### src/rtl/assert_macros.svh
// Assertion macros shared by the text console writer RTL.
// Define NO_ASSERTIONS to compile every check out.
`ifndef ASSERT_MACROS_SVH
`define ASSERT_MACROS_SVH
`ifndef NO_ASSERTIONS
// Checked only outside reset.
`define TCW_ASSERT(lbl, prop, msg) \
    lbl: assert property (@(posedge clk) disable iff (!rst_n) prop) else $error(msg);
// Checked at every edge, reset included.
`define TCW_ASSERT_ALWAYS(lbl, prop, msg) \
    lbl: assert property (@(posedge clk) prop) else $error(msg);
`else
`define TCW_ASSERT(lbl, prop, msg)
`define TCW_ASSERT_ALWAYS(lbl, prop, msg)
`endif
`endif

### src/rtl/tcw_pkg.sv
// Shared types and constants for the text console writer.
// No dependencies; imported by every module of the block.
package tcw_pkg;

    localparam int DEF_COLUMNS = 80;
    localparam int DEF_ROWS    = 25;

    localparam int CMD_W    = 2;
    localparam int CHAR_W   = 8;
    localparam int COLOR_W  = 4;
    localparam int INDEX_W  = 11;
    localparam int CURSOR_W = 11;
    localparam int CELL_W   = CHAR_W + COLOR_W;

    localparam int QUEUE_DEPTH = 2;

    localparam logic [COLOR_W-1:0] RESET_COLOR = 4'd7;
    localparam logic [CHAR_W-1:0]  CH_NEWLINE  = 8'd10;
    localparam logic [CHAR_W-1:0]  CH_SPACE    = 8'd32;

    localparam logic [CMD_W-1:0] CMD_PUT   = 2'd0;
    localparam logic [CMD_W-1:0] CMD_CLEAR = 2'd1;
    localparam logic [CMD_W-1:0] CMD_READ  = 2'd2;

    typedef enum logic [2:0] {
        OP_NOP,
        OP_CHAR,
        OP_NEWLINE,
        OP_SPACE,
        OP_CLEAR,
        OP_READ,
        OP_READ_OOR
    } op_t;

    typedef struct packed {
        op_t                 op;
        logic [CHAR_W-1:0]   char_code;
        logic [INDEX_W-1:0]  cell_index;
    } entry_t;

    typedef struct packed {
        logic full;
        logic empty;
    } q_status_t;

endpackage

### src/rtl/tcw_queue.sv
// Short request queue between the front end and the back end.
// Depends on tcw_pkg.
module tcw_queue (
    input  logic                clk,
    input  logic                rst_n,
    input  logic                push,
    input  tcw_pkg::entry_t     push_entry,
    input  logic                pop,
    output tcw_pkg::entry_t     head,
    output tcw_pkg::q_status_t  status
);
    import tcw_pkg::*;

    localparam int QW   = (QUEUE_DEPTH > 1) ? $clog2(QUEUE_DEPTH) : 1;
    localparam int CNTW = $clog2(QUEUE_DEPTH + 1);

    entry_t            slots_reg [QUEUE_DEPTH];
    logic [QW-1:0]     wr_ptr_reg, wr_ptr_next;
    logic [QW-1:0]     rd_ptr_reg, rd_ptr_next;
    logic [CNTW-1:0]   count_reg, count_next;

    always_comb
    begin
        wr_ptr_next = wr_ptr_reg;
        rd_ptr_next = rd_ptr_reg;
        count_next  = count_reg;
        if (push)
            wr_ptr_next = (wr_ptr_reg == QW'(QUEUE_DEPTH - 1)) ? '0 : wr_ptr_reg + QW'(1);
        if (pop)
            rd_ptr_next = (rd_ptr_reg == QW'(QUEUE_DEPTH - 1)) ? '0 : rd_ptr_reg + QW'(1);
        if (push && !pop)
            count_next = count_reg + CNTW'(1);
        else if (pop && !push)
            count_next = count_reg - CNTW'(1);
    end

    always_ff @(posedge clk or negedge rst_n)
    begin
        if (!rst_n)
        begin
            wr_ptr_reg <= '0;
            rd_ptr_reg <= '0;
            count_reg  <= '0;
        end
        else
        begin
            wr_ptr_reg <= wr_ptr_next;
            rd_ptr_reg <= rd_ptr_next;
            count_reg  <= count_next;
        end
    end

    always_ff @(posedge clk)
    begin
        if (push)
            slots_reg[wr_ptr_reg] <= push_entry;
    end

    assign head         = slots_reg[rd_ptr_reg];
    assign status.full  = (count_reg == CNTW'(QUEUE_DEPTH));
    assign status.empty = (count_reg == '0);

endmodule

### config.mk
export PLATFORM = sky130hd
export DESIGN_NAME = tcw_queue
export DESIGN_NICKNAME = d
export VERILOG_FILES = /design/src/rtl/assert_macros.svh /design/src/rtl/tcw_pkg.sv /design/src/rtl/tcw_queue.sv
export SDC_FILE = /design/constraint.sdc
export NUM_CORES = 1
export LEC_CHECK = 0
export BUFFER_PORTS_ARGS = -buffer_cell sky130_fd_sc_hd__buf_2
export CAP_MARGIN = 20
export CELL_PAD_IN_SITES_DETAIL_PLACEMENT = 1
export CELL_PAD_IN_SITES_GLOBAL_PLACEMENT = 1
export CORE_MARGIN = 3
export CORE_UTILIZATION = 48
export CTS_BUF_LIST = sky130_fd_sc_hd__clkbuf_2 sky130_fd_sc_hd__clkbuf_4 sky130_fd_sc_hd__clkbuf_8
export DETAILED_ROUTE_END_ITERATION = 12
export PLACE_DENSITY_LB_ADDON = 0.1
export SYNTH_ARGS = -nofsm -noshare
export SYNTH_HDL_FRONTEND = slang
export SYNTH_SLANG_ARGS = --single-unit
### constraint.sdc
create_clock -name clk -period 5.1 [get_ports clk]
set_clock_uncertainty 0.1 [all_clocks]
set_input_delay 1.02 -clock clk [delete_from_list [all_inputs] [get_ports clk]]
set_output_delay 1.02 -clock clk [all_outputs]
set_load 0.1 [all_outputs]
# Word-level counts from Yosys, hierarchy flattened
# Memories as Yosys holds them, arrays and structs flattened.
# Cells that the tools add are included.
# word_totals
out_inout_bits	24
elab_cells	21
regBits	4
mem_bits_rw	44
n_memories	1
in_bits	26
# mem_list
name	words	width	read_ports	rd_ports_with_merged_regs	wr	line	rtl
slots_reg	2	22	1	0	1	tcw_queue.sv:17	entry_t slots_reg [QUEUE_DEPTH];
# classes
mux	6
addsub	4
eq_ne	1
n_reduce_logical	6
# op_table
op	n
1-bit two-way mux	4
2-bit two-way mux	2
1-bit adder, second input constant	2
2-bit by 1-bit adder with 2-bit output, second input constant	1
2-bit equality test, second input constant	1
1-bit logical AND	2
1-bit logical NOT	2
2-bit logical NOT	1
2-bit nonzero test	1
2-bit by 1-bit subtractor with 2-bit output, second input constant	1

# Logic depth before layout (Yosys ltp)
# depth
ltp_word	4
mapped_depth	5

# Least setup slack after synthesis
# Ideal clock, no wire load.
# synth_timing
kind	register to output
startpoint	register count_reg[0]
endpoint	output status[1] (netlist name)
stages_incl_launch_ff	2
setup_slack_ns	2.227
t_arrival_ns	1.753
cell_sequence	dfrtp_1 nor2b_1
# synth_lines
item	line	rtl
start, declared	tcw_queue.sv:20	logic [CNTW-1:0] count_reg, count_next;
start signal, assigned	tcw_queue.sv:49	count_reg <= count_next;
end, declared	tcw_queue.sv:10	output tcw_pkg::q_status_t status

==> run metrics <==
IO buf count 49; Die H 66.86 um; synthesized area per cell 21.17 um^2; placed wire-length estimate 2178 um; clock tree from TritonCTS yes; hold_buf cts 0; Setup Total Neg Slack 0 ps; number of storage elements in the synthesis netlist 48; Cells after DPL 178; area post-placement 0.002076 mm^2; antenna fix cells 0; buffer count from post-CTS setup fixing 0; CP startpoint kind flip-flop; total nets after synthesis 111; setup repair after global routing missed its margin no; chip width 66.86 um; number of endpoints with negative hold slack in the final report 0; worst reg2reg path startpoint wr_ptr_reg; fraction of final layout cells with drive strength greater than 1 0.5816; peak fanout along the critical path 23; Least-Margin Pin Slew 973.5 ps; pin count of the biggest net entering global routing 24; number of antenna violations at the first check in global routing 0; proportion of netlist area held by the largest area contributor 0.7431; max_cap viols 0; HP Class flip-flop to flip-flop; all-layer global routing usage 0.1547; Detailed Route Iter0 Violations 37; final cell count without fillers 187; clock buffer count from CTS 5; core area 0.003442 mm^2; final design instance area without fill 0.002217 mm^2; relative max-transition margin 0.3510; worst flop-to-flop path endpoint slots_reg[0][0]; number of nets in the final layout 167; beginning of the worst hold path count_reg[1]; post-cts repair resize count 0; total number of H-tree levels 2; count of pins on the block boundary 50; end point of the worst hold path count_reg[1]; status finished, final reports clean; count of cell types in the netlist 11; dominant synthesized flop cell sky130_fd_sc_hd__edfxtp_1; Die ar. 0.004470 mm^2; final critical delay including setup and external delays 3151 ps; warnings from Yosys 0; number of fill cells 320; number of cells on the worst reg-to-reg path 2; synthesized cell area 0.001778 mm^2; P&R area growth vs syn 24.70%; placer's final routability congestion estimate 0.6011; wire length per cell 16.41 um; first-pass GRT wire length 4733 um; number of flip-flops under the largest register name 44; std cell rows 21; endpoint type of the worst setup path output port; Post-synth ARST share 0.08333; post-route clock period utilization 0.6178; ANT nets after route 0; EDFF count, synth 44; Clock Sink Count 48; clock-pin slew on the worst setup and hold paths 80 ps; Synth top cells by count 44 x sky130_fd_sc_hd__edfxtp_1, 22 x sky130_fd_sc_hd__mux2_2, 4 x sky130_fd_sc_hd__dfrtp_1, 4 x sky130_fd_sc_hd__xor2_1; Post-Synthesis Cells 84; minimum setup slack among reg-to-reg paths 3550 ps; top cells by area in the synthesized netlist sky130_fd_sc_hd__edfxtp_1 74%, sky130_fd_sc_hd__mux2_2 14%, sky130_fd_sc_hd__dfrtp_1 5.6%; Via Count 903; most frequent cell after synthesis sky130_fd_sc_hd__edfxtp_1; Worst setup startpoint rd_ptr_reg; clock tree root driver cell sky130_fd_sc_hd__clkbuf_8; final count of pins violating max slew 0; largest area contributor in the netlist sky130_fd_sc_hd__edfxtp_1; Starting Density 0.5165; total DRC errors in the routed layout 0; Post-Route WL 3068 um; required time of the critical path 3980 ps; cell count of the worst hold path 1; latest clock arrival within the worst-skew pair 300 ps; number of detailed-route iterations in the first pass 4; number of global-route vias before repair 989; highest clock rate 317.4 MHz; sequential fraction of the synthesis area 0.7994; clk buf depth 2; Congestion Overflow GR 0; number of endpoints failing setup at the final stage 0; via/cell ratio 4.829; Final Util 0.6441; type of the worst setup path flip-flop to output port; Worst Path Arrival 2030 ps
## through the flow
step | hold slack, ps | setup slack, ps
floorplan | 355.5 | 2227
global placement | 371.2 | 2253
detailed placement | 388.6 | 2251
CTS | 399.5 | 1912
global route | 391.2 | 1809
finish | 397.0 | 1949
## cell usage in the layout (no fill, tap or decap), drive strengths merged, types with 2 or more instances in the layout
cell,instances
xor2,4
nor2b,2
mux2,22
buf,51
dfrtp,4
nor2,2
clkbuf,7
edfxtp,44
## cell type report
type	instances	area, um^2	share of cell area
clock buffer	7	96.34	0.04345
clock inverter	1	30.03	0.01354
inverter	1	3.754	0.001693
multi-input combinational	33	332.8	0.1501
sequential	48	1421	0.6411
tap	46	57.56	0.02596
timing repair buffer	51	275.3	0.1242
## worst max-delay path by stage
stage                           end  slack (ps)  depth (start not counted)
after CTS                   head[1]        1910                          2
after global placement     head[11]        2250                          2
after detailed placement    head[1]        2250                          2
final                       head[1]        1950                          2
after floorplan           status[1]        2230                          1
after global routing       head[10]        1810                          2
## kinds of logic after synthesis
kind of cell / count (synthesis) / synth area share
buffers and inverters: 3 / 0.01478
xor gates and xnor gates: 5 / 0.02463
DFF: 48 / 0.7994
and+or+nand+nor: 5 / 0.01478
muxes: 22 / 0.1393
adders and majority gates: 1 / 0.007036
## per-layer routing
metal  track usage  vias to the layer above  wire (um)
li1              -                      430          -
met1        0.1627                      436       1057
met2        0.2785                       32       1725
met3       0.05565                        5        238
met4       0.06076                        0         47
met5             0                        -          0
## critical path: stages, from the launching register on
cell and delay, ps:
sky130_fd_sc_hd__dfrtp_1 990, sky130_fd_sc_hd__mux2_2 320, sky130_fd_sc_hd__buf_2 430
Power is left out: the tool's default activity adds up to more than one toggle a clock period on the data nets, which glitch-free logic cannot reach.
