--- config.mk ---
export PLATFORM = sky130hd
export DESIGN_NAME = tcw_front
export DESIGN_NICKNAME = d
export VERILOG_FILES = /design/src/rtl/assert_macros.svh /design/src/rtl/tcw_pkg.sv /design/src/rtl/tcw_front.sv
export SDC_FILE = /design/constraint.sdc
export NUM_CORES = 1
export LEC_CHECK = 0
export ABC_AREA = 1
export ABC_CLOCK_PERIOD_IN_PS = 1170
export CORE_AREA = 5 5 42 44
export DETAILED_ROUTE_END_ITERATION = 10
export DIE_AREA = 0 0 47 49
export DONT_BUFFER_PORTS = 1
export PLACE_DENSITY = 0.37
export SYNTH_ARGS = -nofsm -noshare
export SYNTH_HDL_FRONTEND = slang
export SYNTH_SLANG_ARGS = --single-unit
--- constraint.sdc ---
create_clock -name vclk -period 1.17
set_input_delay 0.117 -clock vclk [all_inputs]
set_output_delay 0.117 -clock vclk [all_outputs]
set_load 0.005 [all_outputs]
--- src/rtl/assert_macros.svh ---
// Assertion macros shared by the text console writer RTL.
// Define NO_ASSERTIONS to compile every check out.
`ifndef ASSERT_MACROS_SVH
`define ASSERT_MACROS_SVH
`ifndef NO_ASSERTIONS
// Checked only outside reset.
`define TCW_ASSERT(lbl, prop, msg) \
    lbl: assert property (@(posedge clk) disable iff (!rst_n) prop) else $error(msg);
// Checked at every edge, reset included.
`define TCW_ASSERT_ALWAYS(lbl, prop, msg) \
    lbl: assert property (@(posedge clk) prop) else $error(msg);
`else
`define TCW_ASSERT(lbl, prop, msg)
`define TCW_ASSERT_ALWAYS(lbl, prop, msg)
`endif
`endif

--- src/rtl/tcw_pkg.sv ---
// Shared types and constants for the text console writer.
// No dependencies; imported by every module of the block.
package tcw_pkg;

    localparam int DEF_COLUMNS = 80;
    localparam int DEF_ROWS    = 25;

    localparam int CMD_W    = 2;
    localparam int CHAR_W   = 8;
    localparam int COLOR_W  = 4;
    localparam int INDEX_W  = 11;
    localparam int CURSOR_W = 11;
    localparam int CELL_W   = CHAR_W + COLOR_W;

    localparam int QUEUE_DEPTH = 2;

    localparam logic [COLOR_W-1:0] RESET_COLOR = 4'd7;
    localparam logic [CHAR_W-1:0]  CH_NEWLINE  = 8'd10;
    localparam logic [CHAR_W-1:0]  CH_SPACE    = 8'd32;

    localparam logic [CMD_W-1:0] CMD_PUT   = 2'd0;
    localparam logic [CMD_W-1:0] CMD_CLEAR = 2'd1;
    localparam logic [CMD_W-1:0] CMD_READ  = 2'd2;

    typedef enum logic [2:0] {
        OP_NOP,
        OP_CHAR,
        OP_NEWLINE,
        OP_SPACE,
        OP_CLEAR,
        OP_READ,
        OP_READ_OOR
    } op_t;

    typedef struct packed {
        op_t                 op;
        logic [CHAR_W-1:0]   char_code;
        logic [INDEX_W-1:0]  cell_index;
    } entry_t;

    typedef struct packed {
        logic full;
        logic empty;
    } q_status_t;

endpackage

--- src/rtl/tcw_front.sv ---
// Front end: accepts requests and classifies them into queue entries.
// Depends on tcw_pkg.
module tcw_front #(
    parameter int ROWS    = tcw_pkg::DEF_ROWS,
    parameter int COLUMNS = tcw_pkg::DEF_COLUMNS
) (
    input  logic                         in_valid,
    output logic                         in_stall,
    input  logic [tcw_pkg::CMD_W-1:0]    cmd,
    input  logic [tcw_pkg::CHAR_W-1:0]   char_code,
    input  logic [tcw_pkg::INDEX_W-1:0]  cell_index,
    input  tcw_pkg::q_status_t           q_status,
    input  logic                         init_busy,
    output logic                         push,
    output tcw_pkg::entry_t              push_entry
);
    import tcw_pkg::*;

    localparam int CELLS = ROWS * COLUMNS;

    assign in_stall = q_status.full || init_busy;
    assign push     = in_valid && !in_stall;

    always_comb
    begin
        push_entry.char_code  = char_code;
        push_entry.cell_index = cell_index;
        case (cmd)
            CMD_PUT:
            begin
                if (char_code == CH_NEWLINE)
                    push_entry.op = OP_NEWLINE;
                else if (char_code == CH_SPACE)
                    push_entry.op = OP_SPACE;
                else
                    push_entry.op = OP_CHAR;
            end
            CMD_CLEAR: push_entry.op = OP_CLEAR;
            CMD_READ:
            begin
                // out-of-range reads answer zeros without touching memory
                if (int'(cell_index) < CELLS)
                    push_entry.op = OP_READ;
                else
                    push_entry.op = OP_READ_OOR;
            end
            default: push_entry.op = OP_NOP;
        endcase
    end

endmodule

After elaboration in Yosys (flattened, before gate mapping)
Index checks and enable logic that the tools add are counted. Widths: inputs -> output; s select.

Register bits after elaboration: 0. Input port bits: 25.

Order comparisons: 1. Eq/ne operators: 4. Muxes and demuxes: 4. Reduce and logical (&&, ||, !) cells: 4.

Operators with widths (count): $lt 11x11->1 const B (1); $pmux 3 s3 (1); $eq 8x4->1 const B (1); $eq 8x6->1 const B (1); $mux 2 (3); $eq 2x1->1 const B (1); $eq 2x2->1 const B (1); $logic_not 2->1 (1); $logic_and 1x1->1 (1); $logic_not 1->1 (1); $logic_or 1x1->1 (1).

Longest topological paths before layout
Gate-level depths: netlist (run 1).

Depth in word-level cells: 4. Depth in mapped cells: 7.

Worst setup path after synthesis (run 1)
No wires, ideal clock.

Kind: in2out. Start point: input port char_code[4] in the netlist's numbering. End point: output port push_entry[20] in the netlist's numbering. Data arrival time: 0.564 ns. Data required time: 1.053 ns. Path slack: 0.489 ns. Stages on the path: 7. Buffers on the path: 0. Cells stage by stage: inv_1 -> nand2_1 -> nor2_1 -> nand2_1 -> nand2_1 -> nand2_1 -> a21oi_2.

RTL lines: start: declaration (RTL line tcw_front.sv:10) `input logic [tcw_pkg::CHAR_W-1:0] char_code,`; end: declaration (RTL line tcw_front.sv:15) `output tcw_pkg::entry_t push_entry`.

==> results.md, run 1 <==
- Status: complete, no violations
- Port bufs: 0
- Residual antenna-violating net count after detailed routing: 0
- Sort of element at the end of the critical path: primary output
- Longest individual stage delay on the worst path: 0.14 ns
- Final Setup Violations: 0
- Net switching power of the design: between 20 and 25 uW
- Horizontal die dimension: 47 um
- Arrival time at the worst endpoint: 0.63 ns
- Final RePlAce weighted congestion: 0.6519
- Relative contribution of the clock network to total power: 0
- Worst slew slack as a fraction of its limit: 0.8685
- Combinational power share: 1.000
- Pin slew with the least headroom to its limit: 0.1979 ns
- Setup crit start kind: input pin
- Post-route cell area: 212.7 um^2
- Placed standard-cell area: 212.7 um^2
- Portion of total power attributed to sequential cells: 0
- Vias: 220
- # fillers: 186
- WL/cell: 10.25 um
- Detailed-route DRC error count: 0
- Multiplexer area fraction after synthesis: 0
- Placeable core region: roughly 1400 um^2
- I/O pin count: 49
- Average cell area after synthesis: 5.589 um^2
- Net count reported at finish: 71
- Crit path max-delay cell type: sky130_fd_sc_hd__a21oi_2
- Warnings from Yosys: 0
- Post-CTS setup repair buffer count: 0
- Area of the mapped netlist: about 340 um^2
- Number of flip-flops and latches: 0
- Share of layout cells above drive strength 1: 0.09756
- Number of pins with negative max-slew slack in the final report: 0
- Timing-limited maximum frequency: 1338 MHz
- Resize count post-CTS: 0
- Origin of the worst min-delay path: cell_index[0]
- Data required time of the critical path: roughly 1.1 ns
- Gate count after technology mapping: 60
- Switch share: 0.5767
- Pin count of the biggest net entering global routing: 4
- Number of distinct library cell variants in the gate-level netlist after synthesis: 11
- Number of design-rule violations left by the first detailed-router iteration: 0
- Post-detail-place hpwl: ~570 um
- Commonest cells after routing, fill and taps aside: sky130_fd_sc_hd__nand2_1 (15), sky130_fd_sc_hd__inv_1 (9), sky130_fd_sc_hd__nor2_1 (7)
- Dominant combinational cell family by area after synthesis: buffers and inverters
- Count of antenna diodes in the layout: 0
- Total number of placement rows: 14
- Cell breakdown of the critical path: inv_1, nand2_1, nor2_1, nand2_1, nand2_1, nand2_1, a21oi_2
- First-pass iteration count of the detailed router: 1
- Post-synthesis share of cell area spent on and, or, nand and nor gates: 0.2985
- Routed via count divided by cell count: 3.860
- Effective utilization at floorplan: 0.2393
- Fraction of synthesized cell area in xor and xnor cells: 0
- Library cell appearing most often on the critical path: sky130_fd_sc_hd__nand2_1
- Period Utilization, post-route: 0.6389
- Min-Delay Path Class: input pin to primary output
- Storage cell area: 0 um^2
- Worst Hold Depth: 0
- Clock buffers: 0
- IR Drop Worst-Case VDD: 27.63 uV
- Critical path startpoint: char_code[6]
- Type of the setup path with the least slack: input pin to primary output
- Congestion Overflow GR: 0
- First-pass GRT wire length: 848 um
- Cell area power density: 182.4 nW/um^2
- Fraction of the mapped netlist area in adder cells: 0.1119
- Net count after synthesis: 88
- Leakage dissipation: 0.0001335 uW
- Die Y-Extent: about 49 um
- Synthesis-to-finish area growth: -36.57%
- Global routing usage summed across all routing layers: 0.04491
- Number of buffers inserted by hold repair at cts: 0
- Leading cell type in the layout, fill and taps excluded: sky130_fd_sc_hd__nand2_1
- Sum of routed wire length over all layers: roughly 600 um
- Setup repair after global routing missed its margin: no
- Gate family responsible for the most delay along the worst path: simple AND/OR/NAND/NOR gates
- Setup_tns: 0 ns
- Internal power contribution: 16.43 uW
- Final Hold Fails: 0
- Endpoint of the worst hold-timing path: push_entry[0]
- Post-layout minimum cycle time: 0.7475 ns
- MaxCap Viol Count: 0
- Initial antenna violation count: 0
- Post-synthesis compound-gate area fraction: 0.04104
- Vias in the first global route: between 200 and 250
- Buffering stage count on the worst path with inverters included: 1
- Sequential-to-total area share from yosys stat: 0
- Maximum fanout along the worst path: 2
- Full die area: approximately 2300 um^2
[layout make-up]
class              count  area, um^2  share of cell area
inverters             11       41.29              0.1941
multi-input cells     30       151.4              0.7118
well taps             16       20.02             0.09412
[per-layer routing]
layer | wire length, um | up-vias | global-route usage | share of wire
li1 | - | 117 | - | -
met1 | 152 | 83 | 0.03913 | 0.26
met2 | 302 | 20 | 0.08824 | 0.52
met3 | 129 | 0 | 0.02214 | 0.22
met4 | 0 | 0 | 0.004608 | 0
met5 | 0 | - | 0 | 0
[power groups by stage]
stage / registers (uW) / logic, uW / clock network (uW)
3_5_place_dp: 0 / 40.1 / 0
4_1_cts: 0 / 40.3 / 0
6_report: 0 / 38.8 / 0
3_3_place_gp: 0 / 39.7 / 0
5_1_grt: 0 / 47.5 / 0
2_1_floorplan: 0 / 86.4 / 0
[how the worst max path moves through the flow]
stage | endpoint | slack (ns) | cells past startpoint
floorplan | push_entry[20] | 0.49 | 7
global placement | push_entry[20] | 0.39 | 7
detailed placement | push_entry[20] | 0.39 | 7
CTS | push_entry[20] | 0.39 | 7
global route | push_entry[20] | 0.28 | 7
finish | push_entry[20] | 0.42 | 7
[metrics by stage]
stage / util / setup slack, ns / instances / total power, uW / hold slack (ns)
2_1_floorplan: - / 0.4886 / 60 / 86.36 / 0.3047
3_3_place_gp: 0.1518 / 0.3950 / 57 / 39.69 / 0.2340
3_5_place_dp: 0.1518 / 0.3929 / 57 / 40.14 / 0.2340
4_1_cts: 0.1518 / 0.3926 / 57 / 40.27 / 0.2340
5_1_grt: 0.1518 / 0.2778 / 57 / 47.48 / 0.2340
6_report: 0.1518 / 0.4225 / 57 / 38.81 / 0.2340
[synthesized netlist by cell type (all sizes together)]
cell / number / area, um^2
a21oi: 2 / 13.76
and3: 1 / 6.260
buf: 19 / 142.6
ha: 3 / 37.54
inv: 11 / 41.29
nand2: 15 / 56.30
nand3: 1 / 5.000
nor2: 7 / 26.28
or2: 1 / 6.260
[cells by family after synthesis]
logic type               after synthesis
adder cells (fa/ha/maj)                3
AND/OR/NAND/NOR                       25
AO/OA/AOI/OAI                          2
buffers and inverters                 30
No activity file was read; power rests on OpenSTA's default activity.
==> run 2, diff against run 1 <==
- ABC_CLOCK_PERIOD_IN_PS: 1170 -> 800
- clock period: 1.17 -> 0.8 ns (I/O delays scaled with it)
==> run 2 against run 1 <==
Global-route usage grew 0.070 points. Design area grew 3.5%. Power grew 57%. Routed wire length grew 1.5%. Clock-buffer cell count is the same. Non-clock buffer count is the same. Utilization grew 0.54 points. Combinational power grew 57%. Hold slack lost 0.074 ns. Sequential share of layout area is the same. Critical endpoint unchanged. Via count grew 0.91%. Die area is the same.
==> results.md, run 2 (same netlist as run 1, synthesis figures left out) <==
- Combinational power share: 1.000 (about the same)
- # placed instances: 57 (unchanged)
- Switch share: 0.5813 (+0.004655)
- Number of flip-flops and latches: 0 (unchanged)
- Cell area power density: 277.3 nW/um^2 (+52%)
- Vias: 222 (+0.91%)
- MaxCap Viol Count: 0 (unchanged)
- Data required time of the critical path: 0.72 ns (-0.33 ns)
- Maximum fanout along the worst path: 2 (unchanged)
- Final Setup Violations: 0 (unchanged)
- Placement Setup Slack: 0.09692 ns (-0.2959 ns)
- First-pass GRT wire length: 855 um (+0.83%)
- Number of buffers inserted by hold repair at cts: 0 (unchanged)
- First-pass iteration count of the detailed router: 1 (unchanged)
- Final Hold Fails: 0 (unchanged)
- Crit path setup slack, layout: 0.1047 ns (-0.3178 ns)
- Detailed-route DRC error count: 0 (unchanged)
- Period Utilization, post-route: 0.8691
- Relative contribution of the clock network to total power: 0 (unchanged)
- Horizontal die dimension: 47 um (unchanged)
- Portion of total power attributed to sequential cells: 0 (unchanged)
- Internal power contribution: 25.56 uW (+56%)
- Vias in the first global route: 225 (+1.8%)
- I/O pin count: 49 (unchanged)
- Residual antenna-violating net count after detailed routing: 0 (unchanged)
- Post-CTS setup repair buffer count: 0 (unchanged)
- Final RePlAce weighted congestion: 0.6519 (unchanged)
- Global routing usage summed across all routing layers: 0.04561 (+0.0007018)
- Die Y-Extent: 49 um (unchanged)
- Type of the setup path with the least slack: input pin to primary output
- Count of antenna diodes in the layout: 0 (unchanged)
- Worst Hold Depth: 0 (unchanged)
- Synthesis-to-finish area growth: -34.33%
- Pin count of the biggest net entering global routing: 4 (unchanged)
- Full die area: 2303 um^2 (unchanged)
- Routed via count divided by cell count: 3.895 (+0.91%)
- Commonest cells after routing, fill and taps aside: sky130_fd_sc_hd__nand2_1 (14), sky130_fd_sc_hd__inv_1 (7), sky130_fd_sc_hd__nor2_1 (5)
- Post-detail-place hpwl: 570.9 um (+0.14%)
- Total number of placement rows: 14 (unchanged)
- Status: complete, no violations
- Port bufs: 0 (unchanged)
- # fillers: 181 (-2.7%)
- Setup_tns: 0 ns (unchanged)
- Congestion Overflow GR: 0 (unchanged)
- Setup crit start kind: input pin
- Initial antenna violation count: 0 (unchanged)
- Count of placed standard cells in the final layout, fillers left out: 57 (unchanged)
- Effective utilization at floorplan: 0.2393 (unchanged)
- Arrival time at the worst endpoint: 0.62 ns (about the same)
- Sum of routed wire length over all layers: 593 um (+1.5%)
- Setup repair after global routing missed its margin: no
- WL/cell: 10.40 um (+1.5%)
- Storage cell area: 0 um^2 (unchanged)
- Number of pins with negative max-slew slack in the final report: 0 (unchanged)
- Share of layout cells above drive strength 1: 0.2195 (+0.1220)
- Leading cell type in the layout, fill and taps excluded: sky130_fd_sc_hd__nand2_1
- IR Drop Worst-Case VDD: 40.43 uV (+46%)
- Clock buffers: 0 (unchanged)
- Min-Delay Path Class: input pin to primary output
- Worst slew slack as a fraction of its limit: 0.8686 (about the same)
- Post-layout minimum cycle time: 0.6953 ns
- Net switching power of the design: 35.49 uW (+59%)
- Leakage dissipation: 0.0001313 uW (-1.6%)
- Sort of element at the end of the critical path: primary output
- Net count reported at finish: 71 (unchanged)
- Placeable core region: 1401 um^2 (unchanged)
- Timing-limited maximum frequency: around 1400 MHz
- Pin slew with the least headroom to its limit: 0.1978 ns (-0.0001376 ns)
- Number of design-rule violations left by the first detailed-router iteration: 0 (unchanged)
run 2: changes by cell type in the layout (fill, tap and decap cells not counted):
| cell | change |
|---|---|
| sky130_fd_sc_hd__nand2_1 | -1 |
| sky130_fd_sc_hd__inv_2 | +2 |
| sky130_fd_sc_hd__inv_1 | -2 |
| sky130_fd_sc_hd__nor2_2 | +2 |
| sky130_fd_sc_hd__nor2_1 | -2 |
| sky130_fd_sc_hd__nand2_2 | +1 |
run 2: path summary, 6_finish.rpt:
check | start | endpoint | slack, ns
worst max-delay path | char_code[4] | push_entry[20] | 0.10
worst min-delay path | cell_index[0] | push_entry[0] | 0.16
run 2: power groups by stage:
| stage | clock [uW] | combinational [uW] | sequential, uW |
|---|---|---|---|
| after floorplan | 0 | 126 | 0 |
| after global placement | 0 | 58.0 | 0 |
| after detailed placement | 0 | 58.8 | 0 |
| after CTS | 0 | 58.9 | 0 |
| after global routing | 0 | 73.8 | 0 |
| final | 0 | 61.1 | 0 |
run 2: timing repair:
item                                   in CTS  in global routing
endpoints found under the hold margin       0                  0
gates resized for setup                     0                  5
setup endpoints to repair                   0                  1
run 2: area by class of cell:
cell class	instances	area, um^2	share of cell area
multi-input combinational	30	158.9	0.7216
inverter	11	41.29	0.1875
tap	16	20.02	0.09091
run 2: metal layers:
layer,up-vias,global-route usage,routed length [um]
met5,-,0,0
met4,0,0.004608,0
met3,0,0.02583,133
met2,20,0.08824,306
met1,85,0.03913,153
li1,117,-,-
run 2: critical path, cell delays in order:
cell                      delay, ns
sky130_fd_sc_hd__inv_1         0.05
sky130_fd_sc_hd__nand2_1       0.05
sky130_fd_sc_hd__nor2_1        0.08
sky130_fd_sc_hd__nand2_1       0.07
sky130_fd_sc_hd__nand2_1       0.07
sky130_fd_sc_hd__nand2_1       0.06
sky130_fd_sc_hd__a21oi_2       0.16
run 2: per-stage QoR:
step                total power (uW)    util  hold slack [ns]  area (um^2)
global route                   73.79  0.1571           0.1600        220.2
floorplan                      126.3       -           0.2307        335.3
CTS                            58.92  0.1518           0.1600        212.7
global placement               58.04  0.1518           0.1600        212.7
detailed placement             58.83  0.1518           0.1600        212.7
finish                         61.05  0.1571           0.1600        220.2
==> run 3, diff against run 2 <==
- PLACE_DENSITY: 0.37 -> not set
==> run 3 against run 2 <==
First-iteration DRC count did not move. Sequential cell count stayed put. Non-clock buffer count stayed put. Clock-buffer cell count did not move. Global-route usage is 0.49 points lower. Hold slack unchanged. Largest power group unchanged. Highest routed layer is now met4.
==> results.md, run 3 (same netlist as run 1, synthesis figures left out) <==
- Final Setup Violations: 0 (unchanged)
- Combined area of the multi-input logic cells: 151.4 um^2 (-4.7%)
- Status: complete, no violations
- Setup crit start kind: input pin
- Die Y-Extent: 49 um (unchanged)
- First-pass GRT wire length: 765 um (-11%)
- Maximum fanout along the worst path: 2 (unchanged)
- Min-Delay Path Class: input pin to primary output
- # fillers: 175 (-3.3%)
- Resize count post-CTS: 0 (unchanged)
- Global routing usage summed across all routing layers: 0.04070 (-0.004912)
- Number of pins with negative max-slew slack in the final report: 0 (unchanged)
- Timing-limited maximum frequency: 1470 MHz (+2.2%)
- Period Utilization, post-route: 0.8501 (-0.01900)
- Routed via count divided by cell count: 4.035 (+3.6%)
- Number of buffers inserted by hold repair at cts: 0 (unchanged)
- Setup repair after global routing missed its margin: no
- Leakage dissipation: 0.0001335 uW (+1.7%)
- Pin slew with the least headroom to its limit: 0.1676 ns (-0.03012 ns)
- Number of flip-flops and latches: 0 (unchanged)
- Total number of placement rows: 14 (unchanged)
- Post-CTS setup repair buffer count: 0 (unchanged)
- I/O pin count: 49 (unchanged)
- Vias: 230 (+3.6%)
- Port bufs: 0 (unchanged)
- Arrival time at the worst endpoint: 0.60 ns (-0.02 ns)
- Number of design-rule violations left by the first detailed-router iteration: 0 (unchanged)
- Setup_tns: 0 ns (unchanged)
- Crit path setup slack, layout: 0.1199 ns (+0.01520 ns)
- Residual antenna-violating net count after detailed routing: 0 (unchanged)
- IR Drop Worst-Case VDD: 47.90 uV (+18%)
- Pin count of the biggest net entering global routing: 4 (unchanged)
- Sum of routed wire length over all layers: 574 um (-3.2%)
- Final Hold Fails: 0 (unchanged)
- Share of layout cells above drive strength 1: 0.09756 (-0.1220)
- Clock buffers: 0 (unchanged)
- Cell area power density: 259.4 nW/um^2 (-6.4%)
- Full die area: 2303 um^2 (unchanged)
- MaxCap Viol Count: 0 (unchanged)
- Placement Setup Slack: 0.09924 ns (+0.002319 ns)
- Congestion Overflow GR: 0 (unchanged)
- Final RePlAce weighted congestion: 0.5183 (-20%)
- Commonest cells after routing, fill and taps aside: sky130_fd_sc_hd__nand2_1 (15), sky130_fd_sc_hd__inv_1 (9), sky130_fd_sc_hd__nor2_1 (7)
- Net count reported at finish: 71 (unchanged)
- WL/cell: 10.07 um (-3.2%)
- Leading cell type in the layout, fill and taps excluded: sky130_fd_sc_hd__nand2_1
- Initial antenna violation count: 0 (unchanged)
- Post-detail-place hpwl: 554.5 um (-2.9%)
- Vias in the first global route: 205 (-8.9%)
- Sort of element at the end of the critical path: primary output
- Count of antenna diodes in the layout: 0 (unchanged)
- Storage cell area: 0 um^2 (unchanged)
- Synthesis-to-finish area growth: -36.57%
- Worst slew slack as a fraction of its limit: 0.8886 (+0.02002)
- Detailed-route DRC error count: 0 (unchanged)
- Placeable core region: 1401 um^2 (unchanged)
- Effective utilization at floorplan: 0.2393 (unchanged)
- Horizontal die dimension: 47 um (unchanged)
- Data required time of the critical path: 0.72 ns (about the same)
- Type of the setup path with the least slack: input pin to primary output
- Post-layout minimum cycle time: 0.6801 ns (-0.01520 ns)
- First-pass iteration count of the detailed router: 1 (unchanged)
run 3: per-layer routing:
metal,up-vias,wire length (um),track usage
met5,-,0,0
met4,0,4,0.01382
met3,2,137,0.02214
met2,27,247,0.07240
met1,84,185,0.03696
li1,117,-,-
run 3: final cells by class:
type               instances  share of cell area
well taps                 16             0.09412
multi-input cells         30              0.7118
inverters                 11              0.1941
run 3: final timing paths:
kind,start,to,slack (ns),cells past startpoint
worst max-delay path,char_code[6],push_entry[20],0.12,7
worst min-delay path,cell_index[1],push_entry[1],0.16,0
run 3: metrics by stage:
step	power (uW)	util	cell area [um^2]	cells	hold WS, ns
after floorplan	126.3	-	335.3	60	0.2307
after global placement	55.09	0.1518	212.7	57	0.1601
after detailed placement	56.85	0.1518	212.7	57	0.1601
after CTS	57.05	0.1518	212.7	57	0.1601
after global routing	65.14	0.1518	212.7	57	0.1600
final	55.17	0.1518	212.7	57	0.1600
run 3: power by group:
| part | total [uW] | internal, uW | leakage, uW | switching [uW] |
|---|---|---|---|---|
| sequential | 0 | 0 | 0 | 0 |
| combinational | 55.2 | 23.7 | 0.000134 | 31.5 |
| clock | 0 | 0 | 0 | 0 |
| total | 55.2 | 23.7 | 0.000134 | 31.5 |
run 3: worst max-delay path, stage by stage:
cell and delay (ns):
sky130_fd_sc_hd__inv_1 0.03, sky130_fd_sc_hd__nand2_1 0.06, sky130_fd_sc_hd__nor2_1 0.09, sky130_fd_sc_hd__nand2_1 0.08
sky130_fd_sc_hd__nand2_1 0.07, sky130_fd_sc_hd__nand2_1 0.06, sky130_fd_sc_hd__a21oi_2 0.14
